[config.mk]
export PLATFORM = sky130hd
export DESIGN_NAME = tdpt_div
export DESIGN_NICKNAME = d
export VERILOG_FILES = /design/src/rtl/tdpt_pkg.sv /design/src/rtl/tdpt_div.sv
export SDC_FILE = /design/constraint.sdc
export NUM_CORES = 1
export LEC_CHECK = 0
export ABC_AREA = 1
export BUFFER_PORTS_ARGS = -buffer_cell sky130_fd_sc_hd__buf_2
export CAP_MARGIN = 15
export CORE_MARGIN = 4
export CORE_UTILIZATION = 55
export DETAILED_ROUTE_END_ITERATION = 6
export PLACE_DENSITY = 0.76
export SETUP_SLACK_MARGIN = 0.5
export SYNTH_ARGS = -nofsm -noshare
export SYNTH_HDL_FRONTEND = slang
export SYNTH_SLANG_ARGS = --single-unit
[constraint.sdc]
create_clock -name clk_i -period 2.69 [get_ports clk_i]
set_input_delay 0.269 -clock clk_i [delete_from_list [all_inputs] [get_ports clk_i]]
set_output_delay 0.269 -clock clk_i [all_outputs]
set_load 0.05 [all_outputs]
[src/rtl/tdpt_pkg.sv]
package tdpt_pkg;

  typedef enum logic [1:0] {
    ST_IDLE,
    ST_DIV,
    ST_HOLD
  } tdpt_state_e;

  typedef struct packed {
    logic done;
    logic rem_zero;
  } tdpt_div_stat_t;

endpackage

[src/rtl/tdpt_div.sv]
module tdpt_div #(
  parameter int NUM_WIDTH = 32
) (
  input  logic                    clk_i,
  input  logic                    rst_ni,
  input  logic                    start_i,
  input  logic [NUM_WIDTH-1:0]    dividend_i,
  input  logic [NUM_WIDTH-1:0]    divisor_i,
  output logic [NUM_WIDTH-1:0]    quotient_o,
  output tdpt_pkg::tdpt_div_stat_t stat_o
);

  localparam int CntW = $clog2(NUM_WIDTH);

  logic                 busy_q, busy_d;
  logic                 done_q, done_d;
  logic [CntW-1:0]      cnt_q, cnt_d;
  logic [NUM_WIDTH-1:0] dvd_q, dvd_d;
  logic [NUM_WIDTH-1:0] rem_q, rem_d;
  logic [NUM_WIDTH-1:0] dsr_q, dsr_d;
  logic [NUM_WIDTH:0]   rem_sh;
  logic                 ge;

  // One quotient bit per cycle, restoring style.
  always_comb begin
    rem_sh = {rem_q, dvd_q[NUM_WIDTH-1]};
    ge     = rem_sh >= {1'b0, dsr_q};
    busy_d = busy_q;
    done_d = 1'b0;
    cnt_d  = cnt_q;
    dvd_d  = dvd_q;
    rem_d  = rem_q;
    dsr_d  = dsr_q;
    if (start_i) begin
      busy_d = 1'b1;
      cnt_d  = CntW'(NUM_WIDTH - 1);
      dvd_d  = dividend_i;
      rem_d  = '0;
      dsr_d  = divisor_i;
    end else if (busy_q) begin
      dvd_d = {dvd_q[NUM_WIDTH-2:0], ge};
      if (ge) begin
        rem_d = NUM_WIDTH'(rem_sh - {1'b0, dsr_q});
      end else begin
        rem_d = rem_sh[NUM_WIDTH-1:0];
      end
      if (cnt_q == '0) begin
        busy_d = 1'b0;
        done_d = 1'b1;
      end else begin
        cnt_d = cnt_q - CntW'(1);
      end
    end
  end

  always_ff @(posedge clk_i or negedge rst_ni) begin
    if (!rst_ni) begin
      busy_q <= 1'b0;
      done_q <= 1'b0;
    end else begin
      busy_q <= busy_d;
      done_q <= done_d;
    end
  end

  always_ff @(posedge clk_i) begin
    cnt_q <= cnt_d;
    dvd_q <= dvd_d;
    rem_q <= rem_d;
    dsr_q <= dsr_d;
  end

  assign quotient_o      = dvd_q;
  assign stat_o.done     = done_q;
  assign stat_o.rem_zero = (rem_q == '0);

endmodule

==> metrics.yaml <==
synth:
  yosysTopAreaCell: "edfxtp_1"
  avgSynthCellArea_um2: 6.90
  ys_ff_latch: 103
  ys_warn_count: 0
  yosys.cell_types.count: 34
  synth.yosys.seq_area_share_pct: 40.1
  synth_cells: 981
  synthesis.nets: 1082
  synth_top_area_share_pct: 28.4
  synth_area_um2: 6770
  netlist_top_cells_area: "edfxtp_1, nand2_1, dfxtp_1, inv_1, ha_1"
detailed_routing:
  num_vias: 6803
  post_drt_wl_per_cell_um: 16.1
  firstDrtPassIters: 5
  wl_mm: 20.3
  vias_per_cell: 5.39
  ant_nets: 0
  drt_drc_violations_left: 0
  drt_iter0_drc: 617
worst_setup_path:
  crit_chain: "nor4_1, nand4_1, nor2_1, buf_2"
  critPathSlowestCell: "nor4_1"
  r2r-end: "rem_q[12]"
  worstSetupPathType: "reg2out"
  worstReg2RegStart: "dsr_q[20]"
  cp-end-kind: "output port"
  worst_ep_arrival_time_ns: 1.91
  startpoint: "rem_q[31]"
  start_kind: "register"
  worst-path-max-fanout: 4
  endpoint: "stat_o[0]"
  required_ns: 2.42
  rr_worst_depth: 12
  crit_path_max_incr_delay_ns: 0.48
  worst-r2r-setup-slack_ns: 0.54
cells_and_area:
  fin_util_pct: 73.0
  fin_area_um2: 8770
  areaGrowthSynthToFinish_pct: 29.6
  fin_nets: 1210
  drive_gt1_share_pct: 25.4
  layout.cells.non_filler: 1261
  antenna_cells: 0
pwr:
  power-per-cell-area_nw_per_um2: 928
  combPwrFrac_pct: 55.5
  p_switching_mw: 3.61
  p_int_mw: 4.53
  power_leakage_nw: 4.52
  swShare_pct: 44.3
  p_seq_share_pct: 27.6
  peakVddDrop_uv: 527
  pwr-share-clk_pct: 16.9
grt:
  grt_pass1_vias: 6140
  grt_overflow: 0
  gr-usage-all-layers_pct: 25.7
  antenna_found_initial: 0
  grt_pass1_wl_mm: 29.6
  grt_start_max_net_pins: 38
timing:
  hold_violations: 0
  timing.fmax_mhz: 458
  setup-tns-final_ns: 0
  whs_ns: 0.0741
  setup_viol: 0
  worstMarginPinSlew_ns: 0.612
  fin_crit_ns: 2.18
  rsz0062_at_grt: "true"
  slew_headroom_pct: 59.1
  final_max_slew_viol_count: 0
  clock_skew_ns: 0.0123
  fin_crit_sh_pct: 81.1
min_path:
  min_path_cells: 1
  hold_path_class: "in2reg"
placement:
  gp_congestion: 0.982
  hpwl_mm: 13.3
  place_inst: 1216
  io_buffers: 100
  placed_area_um2: 7430
floorplanning:
  pin_count: 101
  die_area_um2: 14100
  dieHeight_um: 119
  die_w_um: 119
  num_rows: 40
  start_util_pct: 56.3
  core_um2: 12000
clocking:
  cts_tree: "built"
  cts_root_buf: "clkbuf_16"
  cts.sinks: 103
  htree_levels: 3
  cts_made_buffers: 9
  clk_pin_slew_ns: 0.08
  clockBufferDepth: 2
  clk_latency_ns: 0.36
job:
  maxCapViolations: 0
outcome:
  status: "finished clean"
power by group through the flow:
stage	Combinational [mW]	Clock, mW	Sequential [mW]
6_report	4.52	1.38	2.25
5_1_grt	4.92	1.46	2.28
4_1_cts	3.48	1.40	2.17
3_5_place_dp	3.29	0	2.19
3_3_place_gp	3.27	0	2.19
2_1_floorplan	2.39	0	2.32
sequential cells by signal, indices dropped and copies added (netlist names):
name / cells
dsr_q: 32
done_q: 1
quotient_o: 32
busy_q: 1
cnt_q: 5
rem_q: 32
stage by stage:
step	worst slack, ns	power (mW)
2_1_floorplan	0.534	4.71
3_3_place_gp	0.397	5.46
5_1_grt	0.427	8.66
6_report	0.508	8.14
3_5_place_dp	0.365	5.48
4_1_cts	0.503	7.05
per-layer routing:
layer	vias to the layer above	wire length (um)	global-route usage, %
li1	3323	-	-
met1	3073	8580	34.8
met2	334	8980	40.6
met3	73	1810	5.89
met4	0	928	9.12
met5	-	0	0
cell usage after synthesis (all sizes together):
library cell  instances
a21oi                22
a22oi                 1
a31oi                 1
and2                  1
buf                  16
clkbuf                6
dfrtp                 2
dfxtp                37
edfxtp               64
fa                    1
ha                   33
inv                 179
nand2               408
nand3                76
nand3b               21
nand4                 5
nor2                 52
nor3                  9
nor4                  8
o21ai                23
o21bai                2
xnor2                13
xor2                  1
worst min path at each step:
stage,startpoint,end,slack (ns)
after floorplan,rst_ni,busy_q,-0.03
after global placement,rst_ni,done_q,0.05
after detailed placement,rst_ni,done_q,0.06
after CTS,divisor_i[19],dsr_q[19],0.06
after global routing,divisor_i[10],dsr_q[10],0.07
final,divisor_i[17],dsr_q[17],0.07
worst max-delay path, delay by kind of cell (launching register included):
family,cells,cell delay (ns)
simple gates,3,0.93
buf+inv,1,0.28
flops,1,0.34
timing repair:
item | CTS | global route
buffers inserted | 1 | 16
pin swaps | 3 | 30
cloned | 1 | 10
hold buffers | 1 | 0
endpoints found under the setup margin | 33 | 34
endpoints found under the hold margin | 2 | 0
resized for setup | 14 | 133
cell usage in the layout, fill, tap and decap left out, types with 2 or more instances in the layout:
cell type and count:
inv_2 23, xnor2_1 13, nand2_4 5, dfrtp_1 2, nand2_2 38, nand3b_1 21, clkbuf_16 16, a21oi_2 2
edfxtp_1 64, nand4_1 5, nor3_1 8, o21bai_1 2, buf_4 20, inv_6 2, nand2_1 363, a21oi_1 18
nor2_4 3, ha_4 26, nor2_1 37, ha_1 6, o21ai_1 17, dfxtp_2 7, nand2_8 6, nand3_2 4
o21ai_0 6, nand3_1 71, nor2_2 12, a21oi_4 2, buf_12 6, dfxtp_1 30, nor4_1 7, buf_2 100
inv_1 156
cells by family (layout without fill, tap and decap cells):
logic type                 Yosys count  after routing  synth area share [%]
AOI/OAI and AO/OA                   49             49                  3.92
xor gates and xnor gates            14             14                  1.81
adders and majority gates           34             34                  6.40
buffers and inverters              201            330                  11.7
DFF                                103            103                  40.1
and+or+nand+nor                    580            584                  36.1
cell type report:
type                    count  area (um2)
clock inverters             6        73.8
inverters                 179         672
repair buffers            135         967
clock buffers              10         229
well taps                 147         184
multi-input cells         681        3920
fillers                   944        3240
flip-flops and latches    103        2720
(Power assumes the default switching activity.)
